===== src/sv/gbn_pkg.sv =====
package gbn_pkg;

    localparam int GBN_MAX_WINDOW = 32;
    localparam int GBN_SEQ_BITS   = 16;
    localparam int GBN_FRESH_SPAN = 32767;
    localparam int GBN_LOSS_LIMIT = 3;

    localparam logic [1:0] CMD_START   = 2'd0;
    localparam logic [1:0] CMD_TIMEOUT = 2'd1;
    localparam logic [1:0] CMD_PACKET  = 2'd2;

    localparam logic [2:0] KIND_SYN    = 3'd0;
    localparam logic [2:0] KIND_DATA   = 3'd1;
    localparam logic [2:0] KIND_ACK    = 3'd2;
    localparam logic [2:0] KIND_FIN    = 3'd3;
    localparam logic [2:0] KIND_CLOSED = 3'd4;

    typedef enum logic [2:0] {
        PH_DISCONNECTED  = 3'd0,
        PH_WAIT_SYN_ACK  = 3'd1,
        PH_WAIT_ACK      = 3'd2,
        PH_WAIT_FIN_ACK  = 3'd3,
        PH_WAIT_PEER_FIN = 3'd4,
        PH_WAIT_CLOSE    = 3'd5,
        PH_CLOSED        = 3'd6
    } gbn_phase_e;

    typedef enum logic [3:0] {
        OP_NONE,
        OP_LATCH,
        OP_SYN,
        OP_FIN,
        OP_CLOSE,
        OP_PEER_ACK,
        OP_PEER_FIN_WAIT,
        OP_HS_PREP,
        OP_SYNACK_RESET,
        OP_HALVE,
        OP_ADOPT,
        OP_MATCH,
        OP_CUT,
        OP_HS_ACK,
        OP_BURST_STEP
    } gbn_op_e;

    typedef struct packed {
        logic [1:0]  command;
        logic        flag_ack;
        logic        flag_syn;
        logic        flag_fin;
        logic [15:0] peer_seq;
        logic [15:0] ack_number;
        logic [7:0]  peer_window;
        logic [14:0] fresh_seq;
    } gbn_in_t;

    typedef struct packed {
        logic [2:0]  send_kind;
        logic [15:0] send_seq;
        logic [15:0] send_ack;
        logic [7:0]  send_window;
        logic        last;
    } gbn_out_t;

    typedef struct packed {
        gbn_op_e op;
        logic    in_ready;
    } gbn_ctrl_t;

    typedef struct packed {
        gbn_phase_e phase;
        logic [1:0] cmd;
        logic       f_ack;
        logic       f_syn;
        logic       f_fin;
        logic       match;
        logic       fin_due;
        logic       more;
        logic       step_last;
        logic       in_valid;
        logic       out_free;
    } gbn_stat_t;

    function automatic logic gbn_op_emits(input gbn_op_e op);
        logic r;
        case (op)
            OP_SYN, OP_FIN, OP_CLOSE, OP_PEER_ACK, OP_HS_ACK, OP_BURST_STEP: r = 1'b1;
            default: r = 1'b0;
        endcase
        return r;
    endfunction

endpackage


===== src/sv/gbn_ctrl.sv =====
module gbn_ctrl
    import gbn_pkg::*;
(
    input  logic      clk,
    input  logic      rst_n,
    input  gbn_stat_t stat,
    output gbn_ctrl_t ctrl
);

    typedef enum logic [3:0] {
        S_IDLE,
        S_DISPATCH,
        S_SYN,
        S_FIN,
        S_CLOSE,
        S_PEER_ACK,
        S_MATCH,
        S_CUT,
        S_CUT_HS,
        S_HS_ACK,
        S_BURST
    } state_t;

    state_t state_reg;
    state_t state_next;

    always_comb
    begin
        state_next    = state_reg;
        ctrl.op       = OP_NONE;
        ctrl.in_ready = 1'b0;
        unique case (state_reg)
            S_IDLE:
            begin
                ctrl.in_ready = 1'b1;
                if (stat.in_valid)
                begin
                    ctrl.op    = OP_LATCH;
                    state_next = S_DISPATCH;
                end
            end
            S_DISPATCH:
            begin
                state_next = S_IDLE;
                case (stat.cmd)
                    CMD_START:
                    begin
                        if (stat.phase == PH_DISCONNECTED || stat.phase == PH_CLOSED)
                            state_next = S_SYN;
                    end
                    CMD_TIMEOUT:
                    begin
                        if (stat.phase == PH_WAIT_SYN_ACK)
                            state_next = S_SYN;
                        else if (stat.phase == PH_WAIT_ACK)
                        begin
                            ctrl.op    = OP_HALVE;
                            state_next = S_CUT;
                        end
                        else if (stat.phase == PH_WAIT_FIN_ACK ||
                                 stat.phase == PH_WAIT_PEER_FIN)
                            state_next = S_FIN;
                        else if (stat.phase == PH_WAIT_CLOSE)
                            state_next = S_CLOSE;
                    end
                    CMD_PACKET:
                    begin
                        if (stat.phase == PH_WAIT_SYN_ACK)
                        begin
                            if (stat.f_ack && stat.f_syn)
                            begin
                                ctrl.op    = OP_HS_PREP;
                                state_next = S_CUT_HS;
                            end
                            else
                                state_next = S_SYN;
                        end
                        else if (stat.phase == PH_WAIT_ACK)
                        begin
                            if (stat.f_ack && stat.f_syn)
                                ctrl.op = OP_SYNACK_RESET;
                            else
                            begin
                                ctrl.op    = OP_ADOPT;
                                state_next = S_MATCH;
                            end
                        end
                        else if (stat.phase == PH_WAIT_FIN_ACK)
                        begin
                            if (stat.f_ack)
                                ctrl.op = OP_PEER_FIN_WAIT;
                        end
                        else if (stat.phase == PH_WAIT_PEER_FIN)
                        begin
                            if (stat.f_fin)
                                state_next = S_PEER_ACK;
                        end
                    end
                    default: state_next = S_IDLE;
                endcase
            end
            S_SYN:
            begin
                if (stat.out_free)
                begin
                    ctrl.op    = OP_SYN;
                    state_next = S_IDLE;
                end
            end
            S_FIN:
            begin
                if (stat.out_free)
                begin
                    ctrl.op    = OP_FIN;
                    state_next = S_IDLE;
                end
            end
            S_CLOSE:
            begin
                if (stat.out_free)
                begin
                    ctrl.op    = OP_CLOSE;
                    state_next = S_IDLE;
                end
            end
            S_PEER_ACK:
            begin
                if (stat.out_free)
                begin
                    ctrl.op    = OP_PEER_ACK;
                    state_next = S_IDLE;
                end
            end
            S_MATCH:
            begin
                ctrl.op    = OP_MATCH;
                state_next = (stat.match && stat.fin_due) ? S_FIN : S_CUT;
            end
            S_CUT:
            begin
                ctrl.op    = OP_CUT;
                state_next = S_BURST;
            end
            S_CUT_HS:
            begin
                ctrl.op    = OP_CUT;
                state_next = S_HS_ACK;
            end
            S_HS_ACK:
            begin
                if (stat.out_free)
                begin
                    ctrl.op    = OP_HS_ACK;
                    state_next = S_BURST;
                end
            end
            S_BURST:
            begin
                if (!stat.more)
                    state_next = S_IDLE;
                else if (stat.out_free)
                begin
                    ctrl.op = OP_BURST_STEP;
                    if (stat.step_last)
                        state_next = S_IDLE;
                end
            end
            default: state_next = S_IDLE;
        endcase
    end

    always_ff @(posedge clk or negedge rst_n)
    begin
        if (!rst_n)
            state_reg <= S_IDLE;
        else
            state_reg <= state_next;
    end

endmodule


===== config.mk =====
export PLATFORM = sky130hd
export DESIGN_NAME = gbn_ctrl
export DESIGN_NICKNAME = d
export VERILOG_FILES = /design/src/sv/gbn_pkg.sv /design/src/sv/gbn_ctrl.sv
export SDC_FILE = /design/constraint.sdc
export NUM_CORES = 1
export LEC_CHECK = 0
export BUFFER_PORTS_ARGS = -buffer_cell sky130_fd_sc_hd__buf_2
export CAP_MARGIN = 20
export CORE_UTILIZATION = 50
export DETAILED_ROUTE_END_ITERATION = 7
export MAX_ROUTING_LAYER = met4
export PLACE_DENSITY = 0.76
export SLEW_MARGIN = 20
export SYNTH_ARGS = -nofsm -noshare
export SYNTH_HDL_FRONTEND = slang
export SYNTH_SLANG_ARGS = --single-unit

===== constraint.sdc =====
create_clock -name clk -period 2.4 [get_ports clk]
set_input_delay 0.6 -clock clk [delete_from_list [all_inputs] [get_ports clk]]
set_output_delay 0.6 -clock clk [all_outputs]
set_load 0.01 [all_outputs]

# ---- Word level (Yosys, flattened, before mapping)
# Index checks and enable logic that the tools add are counted.
dict set report totals {
  reg_bits 4
}
dict set report classes {
  n_mux 40
  n_reduce_logical 10
  n_eq_ne 23
}
# operator n
set op_table {}
lappend op_table {{4-bit 2-to-1 mux} 18}
lappend op_table {{4-bit case mux with 10 select lines} 1}
lappend op_table {{3-bit 2-to-1 mux} 12}
lappend op_table {{4-bit case mux with 8 select lines} 1}
lappend op_table {{4-bit by 3-bit == test with 1-bit output, second input constant} 4}
lappend op_table {{4-bit == test, second input constant} 3}
lappend op_table {{4-bit case mux with 3 select lines} 1}
lappend op_table {{3-bit == test, second input constant} 3}
lappend op_table {{4-bit by 2-bit == test with 1-bit output, second input constant} 2}
lappend op_table {{2-bit 2-to-1 mux} 4}
lappend op_table {{4-bit case mux with 2 select lines} 1}
lappend op_table {{3-bit by 2-bit == test with 1-bit output, second input constant} 2}
lappend op_table {{3-bit != test, second input constant} 2}
lappend op_table {{5-bit AND reduction} 1}
lappend op_table {{4-bit by 1-bit == test with 1-bit output, second input constant} 1}
lappend op_table {{4-bit zero test} 1}
lappend op_table {{2-bit != test, second input constant} 2}
lappend op_table {{4-bit OR reduction} 1}
lappend op_table {{3-bit by 1-bit == test with 1-bit output, second input constant} 1}
lappend op_table {{3-bit zero test} 1}
lappend op_table {{2-bit by 1-bit == test with 1-bit output, second input constant} 1}
lappend op_table {{2-bit == test, second input constant} 1}
lappend op_table {{1-bit logical AND} 2}
lappend op_table {{2-bit zero test} 1}
lappend op_table {{4 further kinds} 6}

# ---- Depth between registers and ports, before layout
dict set report logic_depth {
  word_depth 7
  mapped_depth 7
  ltp_nobuf 7
}

# ---- Worst setup path after synthesis
# OpenSTA, ideal clock, no wires.
dict set report synth_path {
  path_kind {input to output}
  startpoint {input port stat[9] (netlist bit)}
  endpoint {output port ctrl[4] (netlist bit)}
  arrival_time_ns 1.597
  path_stages 6
  slack_ns 0.203
  path_buffers 0
  required_time_ns 1.800
  cell_sequence {inv_1 -> ha_1 -> nand2b_1 -> nor4_1 -> o211ai_1 -> nand3_1}
}
# item line
set synth_rtl {}
lappend synth_rtl {{start, declared} gbn_ctrl.sv:6} ;# input gbn_stat_t stat,
lappend synth_rtl {{end, declared} gbn_ctrl.sv:7} ;# output gbn_ctrl_t ctrl

==> impl_metrics.tcl <==
set metrics [dict create \
    drt_iter0_drc 12 \
    finalCritPeriodShare_pct 96.35 \
    dpl.cell_count 136 \
    critPathSlowestCell "ha_4" \
    avgViaCountPerCell 5.986 \
    p_per_area_nw_per_um2 689.2 \
    finalClockSkew_ps 2.397 \
    nNetsFinal 146 \
    irDropWorstVdd_v 0.0006214 \
    final_cell_area_um2 897.1 \
    synth.ff_latch_count 4 \
    clk_latency_ps 230 \
    post-route-min-period_ps 2312 \
    place_area_um2 830.8 \
    cts_root_buf "clkbuf_4" \
    setup_slack_ps 87.52 \
    synthCells 104 \
    cts_buffers 3 \
    grt_max_degree 18 \
    hpwl_um 1299 \
    hold_buffers 0 \
    synth_area_leaders "dfrtp_1 (14%), ha_1 (7.0%), nand2_1 (5.8%)" \
    layoutNonFillerInstCount 139 \
    critPathMaxFanout 4 \
    clk_pin_slew_ps 40 \
    postCtsSetupBuffers 0 \
    antenna_found_initial 0 \
    cts_resized 0 \
    hold_viol_final 0 \
    yosys.area.top_type_share_pct 14.06 \
    drv_slew 0 \
    synth_fp_nets 124 \
    ys_seq_area_share_pct 14.06 \
    rsz0062_at_grt "no" \
    vias 832 \
    synth_warnings 0 \
    diodes 0 \
    cts-htree-levels 1 \
    grt-ovfl-total 0 \
    cp_cell_sequence "buf_6, inv_4, ha_4, nand2b_1, nor4_1, buf_4, o211ai_1, nand3_1, buf_2" \
    wirelength_um 1712 \
    drt_drc_violations_left 0 \
    fin_hold_ws_ps 159.7 \
    routedWlPerCell_um 12.32 \
    cp-start-kind "primary input" \
    critical_path_class "primary input to output pin" \
    r2r_slack_ps 320 \
    row_count 13 \
    slew_headroom_pct 64.64 \
    gp_congestion 0.8571 \
    r2r-start "state_reg[2]$_DFFE_PN0P_" \
    worst_hold_path_type "primary input to async pin" \
    reg2reg_depth 5 \
    arrival_ps 1710 \
    tightestPinTransition_ps 530.4 \
    avgSynthCellArea_um2 6.846 \
    io_buffer_count 20 \
    maxCapViolations 0 \
    start_util_pct 54.04 \
    endpoint_kind "output pin" \
    layout_commonest_cell "buf_2" \
    first_pass_iters 4 \
    cts_buffer_depth 2 \
    core_area_um2 1318 \
    n_fill_cell 125 \
    ant_nets 0 \
    finalSetupViolCount 0 \
    largest_reg_flops 4 \
    p_leak_uw 0.0004059 \
    max_stage_delay_ps 240 \
    die_w_um 39.74 \
    max_freq_mhz 432.4 \
    ys_types 39 \
    synth-edff-count 0 \
    place_ws_ps 83.96 \
    tns_ps 0 \
    cts_sinks 4 \
    final_cell_mix "buf_2 (18), nand2_1 (11), a21oi_1 (8), nor2_1 (8), o21ai_0 (7)" \
    die_h_um 39.74 \
    rr_endpoint "state_reg[1]$_DFFE_PN0P_" \
    syn-cell-area_um2 711.9 \
    synthArstFlopShare_pct 100.0 \
    ios 21 \
    grtUsageTotal_pct 25.12 \
    outcome "completed" \
    die_area_um2 1579 \
    area_growth_syn_to_layout_pct 26.01 \
    ys.flop_type "dfrtp_1" \
    yosysTopAreaCell "dfrtp_1" \
    grt_pass1_vias 639 \
    drive_gt1_share_pct 29.03 \
    cts_tree "yes" \
    required_ps 1800 \
    grt_pass1_wl_um 2670 \
]
==> cell families (layout without fill, tap and decap cells) <==
| group | count (synthesis) | in the layout | share of synthesized area, % |
|---|---|---|---|
| AND/OR/NAND/NOR | 43 | 43 | 31.46 |
| AO/OA/AOI/OAI | 36 | 36 | 33.92 |
| buffers and inverters | 13 | 33 | 7.908 |
| adder cells (fa/ha/maj) | 4 | 4 | 7.030 |
| flip-flops | 4 | 4 | 14.06 |
| multiplexers | 3 | 3 | 4.394 |
| XOR/XNOR | 1 | 1 | 1.230 |
==> Yosys cell counts (all sizes together), types with 2 or more instances <==
cell / number
a21oi: 8
inv: 5
and2: 2
dfrtp: 4
ha: 4
or2b: 3
a22oi: 2
a31oi: 3
mux2i: 2
o21ai: 8
nand2: 11
o32ai: 3
nor4: 4
nor2: 9
nor2b: 4
nand3: 3
nand2b: 3
clkbuf: 6
buf: 2
==> routing by layer <==
layer	track usage (%)	up-vias	routed length (um)	part of all wire, %
li1	-	427	-	-
met1	35.14	383	864	50
met2	38.11	22	780	46
met3	5.114	0	68	4.0
met4	2.586	0	0	0
met5	-	-	0	0
==> report_power, final <==
| part | switching, uW | total, uW | internal, uW |
|---|---|---|---|
| clock | 26.0 | 81.8 | 55.8 |
| sequential | 50.6 | 138 | 87.8 |
| combinational | 208 | 398 | 190 |
| total | 285 | 618 | 333 |
==> how the worst max path moves through the flow <==
stage,start,endpoint,slack [ps]
floorplan,stat[9],ctrl[4],200
global placement,stat[9],ctrl[4],90
detailed placement,stat[9],ctrl[4],80
CTS,stat[10],ctrl[4],80
global route,stat[9],ctrl[4],4
finish,stat[10],ctrl[4],90
==> stage by stage <==
stage / total power, uW / utilization (%)
after floorplan: 411.0 / -
after global placement: 512.0 / 63.06
after detailed placement: 512.3 / 63.06
after CTS: 599.5 / 64.77
after global routing: 684.2 / 68.09
final: 618.3 / 68.09
==> cell type report <==
cell class                 instances  area [um2]  area share [%]
sequential                         4       100.1           11.16
inverter                           5       23.77           2.650
timing repair buffer              25       150.1           16.74
clock buffer                       3       22.52           2.510
tap                               15       18.77           2.092
multi-input combinational         87       581.8           64.85
==> critical path: cells and delay by family <==
kind	cells	cell delay [ps]
buffers and inverters	4	420
AND/OR/NAND/NOR	3	360
adder cells (fa/ha/maj)	1	240
AO/OA/AOI/OAI	1	90
(Power assumes the default switching activity.)
