==> src/sv/gbn_pkg.sv <==
package gbn_pkg;

    localparam int GBN_MAX_WINDOW = 32;
    localparam int GBN_SEQ_BITS   = 16;
    localparam int GBN_FRESH_SPAN = 32767;
    localparam int GBN_LOSS_LIMIT = 3;

    localparam logic [1:0] CMD_START   = 2'd0;
    localparam logic [1:0] CMD_TIMEOUT = 2'd1;
    localparam logic [1:0] CMD_PACKET  = 2'd2;

    localparam logic [2:0] KIND_SYN    = 3'd0;
    localparam logic [2:0] KIND_DATA   = 3'd1;
    localparam logic [2:0] KIND_ACK    = 3'd2;
    localparam logic [2:0] KIND_FIN    = 3'd3;
    localparam logic [2:0] KIND_CLOSED = 3'd4;

    typedef enum logic [2:0] {
        PH_DISCONNECTED  = 3'd0,
        PH_WAIT_SYN_ACK  = 3'd1,
        PH_WAIT_ACK      = 3'd2,
        PH_WAIT_FIN_ACK  = 3'd3,
        PH_WAIT_PEER_FIN = 3'd4,
        PH_WAIT_CLOSE    = 3'd5,
        PH_CLOSED        = 3'd6
    } gbn_phase_e;

    typedef enum logic [3:0] {
        OP_NONE,
        OP_LATCH,
        OP_SYN,
        OP_FIN,
        OP_CLOSE,
        OP_PEER_ACK,
        OP_PEER_FIN_WAIT,
        OP_HS_PREP,
        OP_SYNACK_RESET,
        OP_HALVE,
        OP_ADOPT,
        OP_MATCH,
        OP_CUT,
        OP_HS_ACK,
        OP_BURST_STEP
    } gbn_op_e;

    typedef struct packed {
        logic [1:0]  command;
        logic        flag_ack;
        logic        flag_syn;
        logic        flag_fin;
        logic [15:0] peer_seq;
        logic [15:0] ack_number;
        logic [7:0]  peer_window;
        logic [14:0] fresh_seq;
    } gbn_in_t;

    typedef struct packed {
        logic [2:0]  send_kind;
        logic [15:0] send_seq;
        logic [15:0] send_ack;
        logic [7:0]  send_window;
        logic        last;
    } gbn_out_t;

    typedef struct packed {
        gbn_op_e op;
        logic    in_ready;
    } gbn_ctrl_t;

    typedef struct packed {
        gbn_phase_e phase;
        logic [1:0] cmd;
        logic       f_ack;
        logic       f_syn;
        logic       f_fin;
        logic       match;
        logic       fin_due;
        logic       more;
        logic       step_last;
        logic       in_valid;
        logic       out_free;
    } gbn_stat_t;

    function automatic logic gbn_op_emits(input gbn_op_e op);
        logic r;
        case (op)
            OP_SYN, OP_FIN, OP_CLOSE, OP_PEER_ACK, OP_HS_ACK, OP_BURST_STEP: r = 1'b1;
            default: r = 1'b0;
        endcase
        return r;
    endfunction

endpackage

==> src/sv/gbn_chan_if.sv <==
interface gbn_chan_if #(
    parameter type T = logic
) ();
    logic valid;
    logic ready;
    T     data;

    modport source (output valid, output data, input ready);
    modport sink (input valid, input data, output ready);
endinterface

==> src/sv/gbn_dp.sv <==
module gbn_dp
    import gbn_pkg::*;
#(
    parameter int MAX_WINDOW = GBN_MAX_WINDOW,
    parameter int SEQ_BITS   = GBN_SEQ_BITS
) (
    input  logic              clk,
    input  logic              rst_n,
    gbn_chan_if.sink          events,
    gbn_chan_if.source        results,
    gbn_chan_if.sink          cfg,
    input  gbn_ctrl_t         ctrl,
    output gbn_stat_t         stat
);

    localparam int CW = (SEQ_BITS > 16) ? SEQ_BITS : 16;
    localparam int XW = CW + 1;
    localparam logic [7:0] WMAX = 8'(MAX_WINDOW);
    localparam logic [15:0] ACK_MASK =
        (SEQ_BITS >= 16) ? 16'hFFFF : 16'((64'd1 << SEQ_BITS) - 64'd1);

    gbn_phase_e          phase_reg, phase_next;
    logic [SEQ_BITS-1:0] next_seq_reg, next_seq_next;
    logic [15:0]         done_reg, done_next;
    logic [7:0]          window_reg, window_next;
    logic [1:0]          loss_reg, loss_next;
    logic [15:0]         total_reg, total_next;
    logic                out_valid_reg, out_valid_next;
    gbn_in_t             item_reg, item_next;
    logic [CW-1:0]       cur_reg, cur_next;
    logic [15:0]         end_reg, end_next;
    gbn_out_t            out_reg, out_next;

    logic [XW-1:0] win_edge;
    logic [XW-1:0] ackn_x;
    logic          match;
    logic          adopt;
    logic [7:0]    pwin_cap;
    logic [8:0]    win2;
    logic [7:0]    win_dbl;
    logic [7:0]    win_half;
    logic [14:0]   fresh_mod;
    logic [15:0]   fresh_out;
    logic [15:0]   ack_val;
    logic [7:0]    w_cut;
    logic [15:0]   end_cut;
    logic [CW-1:0] seq_c;
    logic [CW-1:0] done_c;
    logic [CW-1:0] s0;
    logic [CW-1:0] cur_inc;
    logic [1:0]    loss_inc;
    logic          out_free;
    logic          more;
    logic          step_last;

    always_comb
    begin
        win_edge  = XW'(done_reg) + XW'(window_reg);
        ackn_x    = XW'(item_reg.ack_number);
        match     = (win_edge == ackn_x);
        adopt     = (XW'(next_seq_reg) >= win_edge);
        pwin_cap  = (item_reg.peer_window > WMAX) ? WMAX : item_reg.peer_window;
        win2      = {window_reg, 1'b0};
        win_dbl   = (win2 > 9'(MAX_WINDOW)) ? WMAX : win2[7:0];
        win_half  = (window_reg[7:1] == 7'd0) ? 8'd1 : {1'b0, window_reg[7:1]};
        fresh_mod = (item_reg.fresh_seq == 15'(GBN_FRESH_SPAN)) ? 15'd0 : item_reg.fresh_seq;
        fresh_out = 16'(fresh_mod) & ACK_MASK;
        ack_val   = (item_reg.peer_seq + 16'd1) & ACK_MASK;
        if (win_edge > XW'(total_reg))
            w_cut = (total_reg > done_reg) ? 8'(total_reg - done_reg) : 8'd0;
        else
            w_cut = window_reg;
        end_cut   = done_reg + 16'(w_cut);
        seq_c     = CW'(next_seq_reg);
        done_c    = CW'(done_reg);
        s0        = (seq_c < done_c) ? done_c : seq_c;
        cur_inc   = cur_reg + CW'(1);
        loss_inc  = loss_reg + 2'd1;
        out_free  = !out_valid_reg || results.ready;
        more      = (cur_reg < CW'(end_reg));
        step_last = (cur_inc == CW'(end_reg));
    end

    always_comb
    begin
        phase_next     = phase_reg;
        next_seq_next  = next_seq_reg;
        done_next      = done_reg;
        window_next    = window_reg;
        loss_next      = loss_reg;
        total_next     = total_reg;
        item_next      = item_reg;
        cur_next       = cur_reg;
        end_next       = end_reg;
        out_next       = out_reg;
        out_valid_next = out_valid_reg && !results.ready;

        if (cfg.valid)
            total_next = cfg.data;

        case (ctrl.op)
            OP_LATCH:
                item_next = events.data;
            OP_SYN:
            begin
                done_next      = '0;
                window_next    = 8'd1;
                loss_next      = '0;
                next_seq_next  = SEQ_BITS'(fresh_mod);
                phase_next     = PH_WAIT_SYN_ACK;
                out_valid_next = 1'b1;
                out_next       = '{KIND_SYN, fresh_out, 16'd0, 8'd1, 1'b1};
            end
            OP_FIN:
            begin
                next_seq_next  = SEQ_BITS'(fresh_mod);
                phase_next     = PH_WAIT_FIN_ACK;
                out_valid_next = 1'b1;
                out_next       = '{KIND_FIN, fresh_out, 16'd0, window_reg, 1'b1};
            end
            OP_CLOSE:
            begin
                phase_next     = PH_CLOSED;
                out_valid_next = 1'b1;
                out_next       = '{KIND_CLOSED, 16'd0, 16'd0, window_reg, 1'b1};
            end
            OP_PEER_ACK:
            begin
                phase_next     = PH_WAIT_CLOSE;
                out_valid_next = 1'b1;
                out_next       = '{KIND_ACK, item_reg.peer_seq, ack_val, window_reg, 1'b1};
            end
            OP_PEER_FIN_WAIT:
                phase_next = PH_WAIT_PEER_FIN;
            OP_HS_PREP:
                next_seq_next = '0;
            OP_SYNACK_RESET:
            begin
                next_seq_next = '0;
                done_next     = '0;
                window_next   = 8'd1;
                loss_next     = '0;
                phase_next    = PH_WAIT_SYN_ACK;
            end
            OP_HALVE:
            begin
                window_next   = win_half;
                next_seq_next = SEQ_BITS'(done_reg);
            end
            OP_ADOPT:
            begin
                if (adopt)
                    window_next = pwin_cap;
            end
            OP_MATCH:
            begin
                done_next = item_reg.ack_number;
                if (match)
                begin
                    loss_next   = '0;
                    window_next = win_dbl;
                end
                else
                begin
                    next_seq_next = SEQ_BITS'(item_reg.ack_number);
                    if (loss_inc == 2'(GBN_LOSS_LIMIT))
                    begin
                        window_next = 8'd1;
                        loss_next   = '0;
                    end
                    else
                        loss_next = loss_inc;
                end
            end
            OP_CUT:
            begin
                window_next   = w_cut;
                cur_next      = s0;
                end_next      = end_cut;
                next_seq_next = SEQ_BITS'(s0);
                phase_next    = PH_WAIT_ACK;
            end
            OP_HS_ACK:
            begin
                out_valid_next = 1'b1;
                out_next       = '{KIND_ACK, item_reg.peer_seq, ack_val,
                                   item_reg.peer_window, !more};
            end
            OP_BURST_STEP:
            begin
                cur_next       = cur_inc;
                next_seq_next  = SEQ_BITS'(cur_inc);
                out_valid_next = 1'b1;
                out_next       = '{KIND_DATA, cur_reg[15:0], 16'd0, window_reg, step_last};
            end
            default:
            begin
            end
        endcase
    end

    always_ff @(posedge clk or negedge rst_n)
    begin
        if (!rst_n)
        begin
            phase_reg     <= PH_DISCONNECTED;
            next_seq_reg  <= '0;
            done_reg      <= '0;
            window_reg    <= 8'd1;
            loss_reg      <= '0;
            total_reg     <= 16'd1;
            out_valid_reg <= 1'b0;
        end
        else
        begin
            phase_reg     <= phase_next;
            next_seq_reg  <= next_seq_next;
            done_reg      <= done_next;
            window_reg    <= window_next;
            loss_reg      <= loss_next;
            total_reg     <= total_next;
            out_valid_reg <= out_valid_next;
        end
    end

    always_ff @(posedge clk)
    begin
        item_reg <= item_next;
        cur_reg  <= cur_next;
        end_reg  <= end_next;
        out_reg  <= out_next;
    end

    assign events.ready  = ctrl.in_ready;
    assign cfg.ready     = 1'b1;
    assign results.valid = out_valid_reg;
    assign results.data  = out_reg;

    assign stat.phase     = phase_reg;
    assign stat.cmd       = item_reg.command;
    assign stat.f_ack     = item_reg.flag_ack;
    assign stat.f_syn     = item_reg.flag_syn;
    assign stat.f_fin     = item_reg.flag_fin;
    assign stat.match     = match;
    assign stat.fin_due   = (item_reg.ack_number >= total_reg);
    assign stat.more      = more;
    assign stat.step_last = step_last;
    assign stat.in_valid  = events.valid;
    assign stat.out_free  = out_free;

endmodule

==> src/flat_wrapper.sv <==
// flat-port wrapper written by rule: the top's interface ports become plain ports
module gbn_dp_flat import gbn_pkg::*;
#(
    parameter int MAX_WINDOW = GBN_MAX_WINDOW,
    parameter int SEQ_BITS   = GBN_SEQ_BITS
)
  (clk, rst_n, ctrl, stat, events_valid, events_data, events_ready, results_valid, results_data, results_ready, cfg_valid, cfg_data, cfg_ready);
  gbn_chan_if events_i ();
  gbn_chan_if results_i ();
  gbn_chan_if cfg_i ();
  input  logic clk;
  input  logic rst_n;
  input  gbn_ctrl_t ctrl;
  output gbn_stat_t stat;
  input wire logic [$bits(events_i.valid)-1:0] events_valid;
  input wire logic [$bits(events_i.data)-1:0] events_data;
  output wire logic [$bits(events_i.ready)-1:0] events_ready;
  output wire logic [$bits(results_i.valid)-1:0] results_valid;
  output wire logic [$bits(results_i.data)-1:0] results_data;
  input wire logic [$bits(results_i.ready)-1:0] results_ready;
  input wire logic [$bits(cfg_i.valid)-1:0] cfg_valid;
  input wire logic [$bits(cfg_i.data)-1:0] cfg_data;
  output wire logic [$bits(cfg_i.ready)-1:0] cfg_ready;
  assign events_i.valid = events_valid;
  assign events_i.data = events_data;
  assign events_ready = events_i.ready;
  assign results_valid = results_i.valid;
  assign results_data = results_i.data;
  assign results_i.ready = results_ready;
  assign cfg_i.valid = cfg_valid;
  assign cfg_i.data = cfg_data;
  assign cfg_ready = cfg_i.ready;
  gbn_dp #(.MAX_WINDOW(MAX_WINDOW), .SEQ_BITS(SEQ_BITS)) u_core (.clk(clk), .rst_n(rst_n), .events(events_i), .results(results_i), .cfg(cfg_i), .ctrl(ctrl), .stat(stat));
endmodule
==> config.mk <==
export PLATFORM = sky130hd
export DESIGN_NAME = gbn_dp_flat
export DESIGN_NICKNAME = d
export VERILOG_FILES = /design/src/sv/gbn_pkg.sv /design/src/sv/gbn_chan_if.sv /design/src/sv/gbn_dp.sv /design/src/flat_wrapper.sv
export SDC_FILE = /design/constraint.sdc
export NUM_CORES = 1
export LEC_CHECK = 0
export BUFFER_PORTS_ARGS = -buffer_cell sky130_fd_sc_hd__buf_2
export CORE_AREA = 5 5 115 117
export DETAILED_ROUTE_END_ITERATION = 8
export DIE_AREA = 0 0 120 122
export PLACE_DENSITY = 0.55
export SLEW_MARGIN = 20
export SYNTH_ARGS = -nofsm -noshare
export SYNTH_HDL_FRONTEND = slang
export SYNTH_SLANG_ARGS = --single-unit
export TNS_END_PERCENT = 1
==> constraint.sdc <==
create_clock -name clk -period 2.4 [get_ports clk]
set_clock_uncertainty 0.1 [all_clocks]
set_input_delay 0.48 -clock clk [delete_from_list [all_inputs] [get_ports clk]]
set_output_delay 0.48 -clock clk [all_outputs]
set_load 0.02 [all_outputs]
Yosys cells after proc, flatten, opt, wreduce, memory -nomap -nowiden
Index checks and enable logic that the tools add are counted.

Input bits: 12. Word-level logic and storage cells: 81. ROM bits: 0. Memories kept: 0. Bits in latches: 0. Bits in writable memories: 0. Output and inout bits: 18. Register bits: 81.

Multiply operators: 0. Bitwise operators: 0. Reductions and logical operators: 20. Order comparisons: 7. Eq/ne operators: 19. Mux-type cells: 19. Shift-type cells: 0. Divide/modulo/power cells: 0. Add/subtract/negate cells: 5.

Operators by type and width (count): 16-bit case mux with 6 select lines (1); 16-bit 2-to-1 mux (3); 8-bit 2-to-1 mux (6); 8-bit case mux with 5 select lines (1); 16-bit < comparator (2); 16-bit case mux with 2 select lines (1); 4-bit == test, second input constant (7); 3-bit case mux with 6 select lines (1); 6-bit nonzero test (3); 16-bit by 8-bit adder with 17-bit output (1); 16-bit by 17-bit >= comparator with 1-bit output (1); 17-bit by 1-bit greater-than comparator with 1-bit output (1); 17-bit logical NOT (1); 16-bit by 1-bit adder with 16-bit output, second input constant (1); 16-bit by 8-bit adder with 16-bit output (1); 16-bit == test (1); 4-bit by 3-bit == test with 1-bit output, second input constant (4); 1-bit by 16-bit greater-than comparator with 1-bit output (1); 9-bit by 6-bit greater-than comparator with 1-bit output, second input constant (1); 4-bit by 2-bit == test with 1-bit output, second input constant (2); 1-bit by 8-bit subtractor with 8-bit output (1); 7-bit logical NOT (1); 7-bit 2-to-1 mux (1); 1-bit case mux with 6 select lines (1); 20 further kinds (26).

Longest topological paths before layout
Gate-level depths: netlist (run 1).

Word-level depth: 5. Depth in mapped cells: 9. Gate-level depth less buffers: 8.

Least setup slack after synthesis (run 1)
OpenSTA, ideal clock, no wires.

Path kind: in2reg. From: in ctrl[3] (netlist bit). To: reg u_core.next_seq_reg[12]. Stages: 8. Arrival time: 2.455 ns. Setup slack: -0.273 ns. Required time: 2.182 ns. Path through: clkbuf_1 nand2_1 nor2_1 nor2_1 a31o_2 clkbuf_1 buf_2 a21o_1.

Word-level cells in the longest chain between the ends: 4.

RTL lines: from (decl) (line flat_wrapper.sv:13) `input gbn_ctrl_t ctrl;`; 4-bit by 2-bit == test with 1-bit output, or another cell as far along (line gbn_dp.sv:101) `case (ctrl.op)`; 2-bit OR reduction (no line); 6-bit nonzero test (no line); 2-bit AND reduction (no line); to (signal assigned) (line gbn_dp.sv:217) `next_seq_reg <= next_seq_next;`; to (decl) (line gbn_dp.sv:23) `logic [SEQ_BITS-1:0] next_seq_reg, next_seq_next;`.

Parallel ways exist; a longest one is shown, timed or not. A chain may end at the register's enable or synchronous reset.

==> results.cfg, run 1 <==
[worst_setup_path]
r2r_start = u_core.cur_reg[1]
crit_end = stat[2]
worst-path-stages = 8
crit_top_cell = buf_4
startpoint = u_core.cur_reg[1]
crit_buf_inv = 3
end_kind = primary output
slowest_stage = edfxtp_1
cp_max_fo = 4
cp_data_required_time_ns = 1.82
rr_worst_depth = 8
start_kind = flip-flop
critical_path.top_delay_family = simple AND/OR/NAND/NOR gates
rrSetupSlack_ns = 0.13
cp.arrival_ns = 2.18
r2r-end = u_core.results.data
critical_path_class = reg -> out
crit_chain = buf_4 -> nand4_2 -> or2_4 -> buf_4 -> o31ai_1 -> and3_1 -> and4_4 -> buf_6
critical-path-max-stage-delay_ns = 0.40

[cts]
path_clk_slew_ns = 0.05
root_buffer = clkbuf_16
cts_tree = done
clockBufferDepth = 2
htreeDepth = 3
cts_buffers = 9
cts_sinks = 57
ctsHoldBuffers = 0
insertion_delay_ns = 0.32

[routing]
drt_pass1_iterations = 4
drc_errors = 0
drtAntennaViolNets = 0
vias = 2812
wl_per_cell_um = 14.3
totalWireLength_um = 8230
vias_per_cell = 4.90
drt-initial-drc-count = 146

[timing]
tightest_slew_ns = 0.746
drv_slew = 0
fmax_mhz = 363
rsz0062_at_grt = yes
relSlewSlack = 0.502
min_period_over_period = 1.15
setup_slack_ns = -0.358
fin_crit_ns = 2.76
setup_violations = 2
hold_violations = 0

[pwr]
power-per-cell-area_nw_per_um2 = 598
ir_drop_mv = 0.366
power_mw = 2.58
p_leak_nw = 1.94

[yosys]
synth_top_family_by_area = compound AO/OA/AOI/OAI gates
syn_area_sq_um = 3510
ys.flop_type = dfrtp_1
ys_seq_area_frac = 0.445
synthAdderAreaFrac = 0.0642
ys_ff_latch = 57
synth_xor_area_frac = 0.0564
synth_warnings = 0
async_flop_share = 0.544
yosys-mux-area-fraction = 0.0146
synth_area_per_cell_sq_um = 9.53
syn_inst = 368
yosys-top-cells-area = edfxtp_1 22%, dfrtp_1 21%, ha_1 6.4%, o21ai_0 4.1%, xnor2_1 3.7%
synth_cell_types = 58
synth_compound_area_frac = 0.181
synth-edff-count = 26
yosys.area_share.simple = 0.158
synthDominantCellAreaShare = 0.223
post-synth-top-area-cell = edfxtp_1

[global_route]
grt.total_usage = 0.119
grt_pass1_vias = 2860
grt_start_max_net_pins = 32
overflow = 0
antenna_found_initial = 0
grt_pass1_wl_um = 14000

[place]
io_buffers = 19
dp_slack_ns = -0.110
hpwl_um = 6020
gp_congestion = 0.830

[final_layout]
most-common-layout-cells = 43 x buf_4, 33 x nand2_1, 29 x o21ai_0, 29 x dfrtp_1, 26 x edfxtp_1
finalNetCount = 449
final_common_cell = buf_4
n_antenna_cell = 0
drive_above_1_share = 0.226
area_growth_pct = 23.3

[floorplan]
pin_count = 30
die_h_um = 122
fp.dieW_um = 120
coreArea_sq_um = 12300
die_area_sq_um = 14600
initial_core_util = 0.286
std_cell_rows = 41

[hold_path]
holdCritPathClass = in -> async

[outcome]
failed_checks = negative setup slack
outcome = complete, but fails checks

[job]
maxCapViolations = 0
==> cells in the mapped netlist (4+ instances only) <==
| cell type | count |
|---|---|
| a211oi_1 | 4 |
| a21o_1 | 17 |
| a21oi_1 | 11 |
| a22o_1 | 6 |
| buf_4 | 14 |
| clkbuf_1 | 13 |
| dfrtp_1 | 29 |
| edfxtp_1 | 26 |
| ha_1 | 18 |
| inv_1 | 25 |
| mux2i_1 | 4 |
| nand2_1 | 33 |
| nand2b_1 | 4 |
| nand3_1 | 10 |
| nand4_1 | 5 |
| nor2_1 | 27 |
| nor3_1 | 7 |
| nor4_1 | 9 |
| o21ai_0 | 29 |
| o22ai_1 | 4 |
| xnor2_1 | 15 |
| xor2_1 | 5 |
==> worst reg2reg max path: stages (launching register included) <==
cell       delay (ns)
edfxtp_1         0.40
buf_4            0.14
nand4_2          0.11
or2_4            0.24
or4_1            0.41
and3_1           0.16
and4_4           0.20
buf_4            0.13
a2bb2oi_1        0.13
==> metal layers <==
metal | track usage | vias up | part of all wire
met4 | 0.0544 | 0 | 0.018
met1 | 0.150 | 1329 | 0.46
met3 | 0.0223 | 13 | 0.044
met5 | 0 | - | 0
met2 | 0.200 | 65 | 0.48
li1 | - | 1405 | -
==> cell type report <==
class | instances | area [sq um]
fillers | 1221 | 7940
clock inverters | 4 | 18.8
repair buffers | 62 | 430
flip-flops and latches | 57 | 1560
multi-input cells | 264 | 1790
well taps | 150 | 188
clock buffers | 12 | 246
inverters | 25 | 93.8
==> metrics by stage <==
step           instance area, sq um   util  hold slack [ns]  std cells  setup TNS [ns]
3_5_place_dp                   3940  0.321            0.401        553          -0.110
3_3_place_gp                   3940  0.321            0.379        553         -0.0707
5_1_grt                        4320  0.353            0.185        574          -0.884
4_1_cts                        4310  0.351            0.141        574          -0.686
6_report                       4320  0.353            0.126        574          -0.634
2_1_floorplan                  3560      -           0.0844        379         -0.0448
==> what timing repair did <==
| item | CTS | global route |
|---|---|---|
| gates resized for setup | 14 | 2 |
| setup buffers | 5 | 0 |
| pin swaps | 8 | 2 |
| endpoints found under the setup margin | 2 | 10 |
==> power breakdown <==
group | total, mW | switching, mW | leakage, nW | internal [mW]
clock | 1.14 | 0.423 | 0.134 | 0.717
sequential | 1.11 | 0.0353 | 0.651 | 1.07
combinational | 0.336 | 0.200 | 1.16 | 0.136
total | 2.58 | 0.658 | 1.94 | 1.93
==> kinds of logic after synthesis <==
kind of cell	count (synthesis)
and+or+nand+nor	112
AOI/OAI and AO/OA	95
buffers and inverters	58
DFF	57
xor gates and xnor gates	21
adders and majority gates	18
muxes	5
other	2
==> worst min-delay path by stage <==
stage | start | endpoint | slack [ns] | cells past startpoint
2_1_floorplan | rst_n | u_core.loss_reg[0] | 0.08 | 0
3_3_place_gp | u_core.loss_reg[1] | u_core.loss_reg[0] | 0.38 | 1
3_5_place_dp | u_core.loss_reg[1] | u_core.loss_reg[0] | 0.40 | 1
4_1_cts | rst_n | u_core.phase_reg[0] | 0.14 | 1
5_1_grt | rst_n | u_core.phase_reg[0] | 0.18 | 1
6_report | rst_n | u_core.phase_reg[0] | 0.13 | 1
No activity file was read; power rests on OpenSTA's default activity.
==> run 2, diff against run 1 <==
--- a/config.mk
+++ b/config.mk
@@ -9,7 +9,7 @@
 export CORE_AREA = 5 5 115 117
 export DETAILED_ROUTE_END_ITERATION = 8
 export DIE_AREA = 0 0 120 122
-export PLACE_DENSITY = 0.55
+export PLACE_DENSITY = 0.54
 export SLEW_MARGIN = 20
 export SYNTH_ARGS = -nofsm -noshare
 export SYNTH_HDL_FRONTEND = slang
==> constraint.sdc (replaced) <==
create_clock -name clk -period 3 [get_ports clk]
set_clock_uncertainty 0.1 [all_clocks]
set_input_delay 0.6 -clock clk [delete_from_list [all_inputs] [get_ports clk]]
set_output_delay 0.6 -clock clk [all_outputs]
set_load 0.02 [all_outputs]
==> run 2 against run 1 <==
Against the previous run: largest power group unchanged; combinational power shrank 25%; worst hold slack gained 0.12 ns; cell area shrank 2.2%; clock power is essentially flat; core utilization shrank 0.79 points; clock-buffer cell count shrank 3; routed wire length grew 1.2%; the flow now finishes without violations; critical path depth shrank 2; first-iteration DRC count grew 34%; worst setup slack gained 0.44 ns; critical path type unchanged.
==> results.cfg, run 2 (synthesis results as in run 1) <==
[outcome]
outcome = complete, no violations

[worst_setup_path]
cp.arrival_ns = 2.22
crit_chain = nand4_2 -> or2_4 -> or4_1 -> and3_1 -> and4_4 -> buf_4
cp_max_fo = 5
critical_path_class = reg -> out
start_kind = flip-flop
rr_worst_depth = 7
cp_data_required_time_ns = 2.30
end_kind = primary output
critical-path-max-stage-delay_ns = 0.52
slowest_stage = or4_1

[cts]
path_clk_slew_ns = 0.06
clockBufferDepth = 2
htreeDepth = 3
ctsHoldBuffers = 0
insertion_delay_ns = 0.33
root_buffer = clkbuf_16
cts_tree = done
cts_buffers = 9
cts_sinks = 57

[global_route]
grt_pass1_vias = 2647
overflow = 0
antenna_found_initial = 0
grt_pass1_wl_um = 13700
grt_start_max_net_pins = 41
grt.total_usage = 0.118

[floorplan]
pin_count = 30
std_cell_rows = 41
coreArea_sq_um = 12300
die_h_um = 122
initial_core_util = 0.286
fp.dieW_um = 120
die_area_sq_um = 14600

[timing]
timing.hold.ws_ns = 0.247
min_period_over_period = 0.973
relSlewSlack = 0.502
drv_slew = 0
tightest_slew_ns = 0.746
setup_violations = 0
fin_crit_ns = 2.92
rsz0062_at_grt = yes
hold_violations = 0
fmax_mhz = 342

[pwr]
power-per-cell-area_nw_per_um2 = 534
ir_drop_mv = 0.235
p_leak_nw = 1.88

[routing]
drt-initial-drc-count = 195
drtAntennaViolNets = 0
wl_per_cell_um = 14.9
vias = 2770
drc_errors = 0
totalWireLength_um = 8330
vias_per_cell = 4.95
drt_pass1_iterations = 4

[final_layout]
most-common-layout-cells = 33 x nand2_1, 30 x buf_4, 29 x o21ai_0, 29 x dfrtp_1
area_growth_pct = 20.6
final_cell_area_sq_um = 4230
drive_above_1_share = 0.195
n_antenna_cell = 0
final_common_cell = nand2_1
finalNetCount = 435

[place]
gp_congestion = 0.829
hpwl_um = 5890
place_area_sq_um = 3710
io_buffers = 19

[hold_path]
holdCritPathClass = in -> async

[job]
maxCapViolations = 0
==> run 2: per-layer routing <==
| metal | track usage | vias to the layer above | wire (um) |
|---|---|---|---|
| met2 | 0.182 | 55 | 3850 |
| li1 | - | 1380 | - |
| met1 | 0.162 | 1324 | 4010 |
| met4 | 0.0458 | 0 | 153 |
| met3 | 0.0265 | 11 | 314 |
| met5 | 0 | - | 0 |
==> run 2: per-stage QoR <==
stage / setup slack, ns / power [mW] / cells / util / setup TNS [ns]
2_1_floorplan: 0.207 / 1.08 / 379 / - / 0
3_3_place_gp: 0.300 / 1.14 / 523 / 0.302 / 0
3_5_place_dp: 0.249 / 1.14 / 523 / 0.302 / 0
4_1_cts: 0.00118 / 2.28 / 546 / 0.334 / 0
5_1_grt: -0.0150 / 2.35 / 560 / 0.345 / -0.0150
6_report: 0.0800 / 2.26 / 560 / 0.345 / 0
==> run 2: cell type report <==
| cell class | count | area (sq um) |
|---|---|---|
| fillers | 1226 | 8030 |
| multi-input cells | 264 | 1740 |
| flip-flops and latches | 57 | 1560 |
| repair buffers | 48 | 315 |
| clock buffers | 9 | 225 |
| well taps | 150 | 188 |
| clock inverters | 7 | 103 |
| inverters | 25 | 93.8 |
==> run 2: path summary, 6_finish.rpt <==
check,startpoint,end,slack [ns]
max in group asynchronous,rst_n,u_core.next_seq_reg[8],2.07
min in group clk,cfg_valid,u_core.total_reg[0],0.33
setup / recovery,u_core.cur_reg[1],stat[2],0.08
hold / removal,rst_n,u_core.loss_reg[1],0.25
setup reg to reg,u_core.cur_reg[1],u_core.results.data,0.59
hold reg to reg,u_core.next_seq_reg[10],u_core.next_seq_reg[10],0.41
==> run 2: report_power, final <==
group | total [mW] | internal, mW | switching, mW
clock | 1.12 | 0.735 | 0.383
sequential | 0.888 | 0.858 | 0.0304
combinational | 0.252 | 0.0984 | 0.154
total | 2.26 | 1.69 | 0.567
==> run 2: worst max-delay path: cells and delay by family, from the launching register on <==
| kind | cells | cell delay, ns |
|---|---|---|
| AND/OR/NAND/NOR | 5 | 1.34 |
| buffers and inverters | 1 | 0.15 |
| flip-flops | 1 | 0.40 |
==> run 2: repair_timing <==
action | 4_1_cts | 5_1_grt
pin swaps | 5 | 5
endpoints found under the hold margin | 0 | 0
resized for setup | 1 | 7
buffers inserted | 7 | 14
setup endpoints to repair | 1 | 1
==> run 3, diff against run 2 <==
--- a/config.mk
+++ b/config.mk
@@ -6,10 +6,12 @@
 export NUM_CORES = 1
 export LEC_CHECK = 0
 export BUFFER_PORTS_ARGS = -buffer_cell sky130_fd_sc_hd__buf_2
-export CORE_AREA = 5 5 115 117
+export CELL_PAD_IN_SITES_DETAIL_PLACEMENT = 1
+export CELL_PAD_IN_SITES_GLOBAL_PLACEMENT = 1
+export CORE_AREA = 2 2 112 114
 export DETAILED_ROUTE_END_ITERATION = 8
-export DIE_AREA = 0 0 120 122
-export PLACE_DENSITY = 0.54
+export DIE_AREA = 0 0 114 116
+export PLACE_DENSITY = 0.63
 export SLEW_MARGIN = 20
 export SYNTH_ARGS = -nofsm -noshare
 export SYNTH_HDL_FRONTEND = slang
==> run 3 against run 2 <==
Against the previous run: the run now ends with negative setup slack left; critical path depth grew 2; routed wire length increased by 9.8%; register-to-register slack improved by 0.05 ns; total power shrank 6.3%; global-route usage up 2.6 points; sequential cell count stayed put; cell area decreased by 1.7%; cell count decreased by 1.8%; critical path type unchanged; critical endpoint unchanged.
==> results.cfg, run 3 (synthesis results as in run 1) <==
[outcome]
outcome = complete, but fails checks
failed_checks = negative setup slack

[cts]
path_clk_slew_ns = 0.06
insertion_delay_ns = 0.32
cts_sinks = 57
clockBufferDepth = 2
cts_buffers = 9
root_buffer = clkbuf_16
htreeDepth = 3
cts_tree = done

[final_layout]
n_antenna_cell = 0
area_growth_pct = 18.6
drive_above_1_share = 0.181
multi_input_area_sq_um = 1770
finalNetCount = 428
final-seq-area_sq_um = 1560
final_cell_area_sq_um = 4160
finish.utilization = 0.349
most-common-layout-cells = 33 x nand2_1, 29 x o21ai_0, 29 x dfrtp_1
nFillCells = 1379
final_common_cell = nand2_1

[worst_setup_path]
end_kind = primary output
critical-path-max-stage-delay_ns = 0.49
r2r-end = u_core.results.data
cp_max_fo = 4
slowest_stage = edfxtp_1
critical_path_class = reg -> out
start_kind = flip-flop
crit_chain = ha_4 -> buf_6 -> xnor2_4 -> xnor2_1 -> nand4b_1 -> nor4_2 -> and4_4 -> buf_6
cp.arrival_ns = 2.33
r2r_start = u_core.cur_reg[0]
critical_path.top_delay_family = simple AND/OR/NAND/NOR gates
rrSetupSlack_ns = 0.64
crit_top_cell = buf_6
cp_data_required_time_ns = 2.30
crit_buf_inv = 2
rr_worst_depth = 8

[routing]
vias_per_cell = 5.07
drt-initial-drc-count = 61
totalWireLength_um = 9150
wl_per_cell_um = 16.6
drc_errors = 0
drt_pass1_iterations = 4
vias = 2790
drtAntennaViolNets = 0

[floorplan]
fp.dieW_um = 114
die_area_sq_um = 13200
initial_core_util = 0.294
pin_count = 30
die_h_um = 116
std_cell_rows = 40
coreArea_sq_um = 11900

[pwr]
ir_drop_mv = 0.252
p_leak_nw = 1.84
power-per-cell-area_nw_per_um2 = 509

[job]
maxCapViolations = 0

[timing]
tightest_slew_ns = 0.736
rsz0062_at_grt = yes
hold_violations = 0
drv_slew = 0
setup-tns-final_ns = -0.0308
fmax_mhz = 330
setup_violations = 1
setup_slack_ns = -0.0308
fin_crit_ns = 3.03
relSlewSlack = 0.509
min_period_over_period = 1.01

[global_route]
antenna_found_initial = 0
grt_pass1_wl_um = 14800
overflow = 0
grt.total_usage = 0.145
grt_pass1_vias = 2974
grt_start_max_net_pins = 40

[place]
place_area_sq_um = 3720
hpwl_um = 6350
io_buffers = 19
gp_congestion = 0.811

[hold_path]
holdCritPathClass = in -> async
run 3: changes by cell type in the layout (fill, tap and decap cells not counted), moves of 2 or more:
cell	delta
buf_4	-9
buf_6	+2
bufinv_16	-2
clkbuf_8	+2
clkinv_4	-2
inv_4	+2
inv_6	-2
run 3: stage by stage:
| step | setup WS, ns | hold WS [ns] | power [mW] | std cells |
|---|---|---|---|---|
| floorplan | 0.207 | 0.204 | 1.08 | 379 |
| global placement | 0.303 | 0.380 | 1.14 | 522 |
| detailed placement | 0.214 | 0.388 | 1.15 | 522 |
| CTS | -0.00217 | 0.255 | 2.14 | 546 |
| global route | -0.131 | 0.297 | 2.21 | 550 |
| finish | -0.0308 | 0.229 | 2.12 | 550 |
run 3: power by group:
part	switching, mW	leakage [nW]	total (mW)	internal [mW]
sequential	0.0321	0.651	0.891	0.858
clock	0.363	0.139	0.966	0.603
combinational	0.160	1.05	0.260	0.100
total	0.555	1.84	2.12	1.56
run 3: worst register-to-register path: cells and delay by family (launching register included):
kind / cells / cell delay (ns)
simple gates: 3 / 0.73
buf+inv: 1 / 0.13
flops: 1 / 0.49
compound gates: 1 / 0.22
fa+ha+maj: 1 / 0.22
xor+xnor: 2 / 0.30
run 3: per-layer routing:
layer  up-vias  track usage  part of all wire
met5         -            0                 0
met2        40        0.254              0.50
met1      1374        0.175              0.45
li1       1362            -                 -
met3        14       0.0324             0.029
met4         0       0.0504             0.019
run 3: worst max-delay path by stage:
stage	start	end	slack [ns]	depth (start not counted)
3_3_place_gp	u_core.cur_reg[0]	stat[2]	0.30	7
6_report	u_core.cur_reg[0]	stat[2]	-0.03	8
2_1_floorplan	ctrl[3]	u_core.next_seq_reg[12]	0.21	8
5_1_grt	u_core.cur_reg[0]	stat[2]	-0.13	8
3_5_place_dp	u_core.cur_reg[0]	stat[2]	0.21	7
4_1_cts	u_core.cur_reg[1]	stat[2]	-0.002	7
run 3: layout make-up:
class                           instances  share of cell area
Clock buffer                           12              0.0617
Clock inverter                          4             0.00602
Inverter                               25              0.0226
Multi-Input combinational cell        264               0.426
Sequential cell                        57               0.375
Tap cell                              147              0.0442
Timing Repair Buffer                   41              0.0650
run 3: repair_timing:
action | in CTS | in global routing
buffers inserted | 8 | 4
pin swaps | 6 | 9
resized for setup | 6 | 7
setup endpoints to repair | 1 | 2
hold buffers | 0 | 0
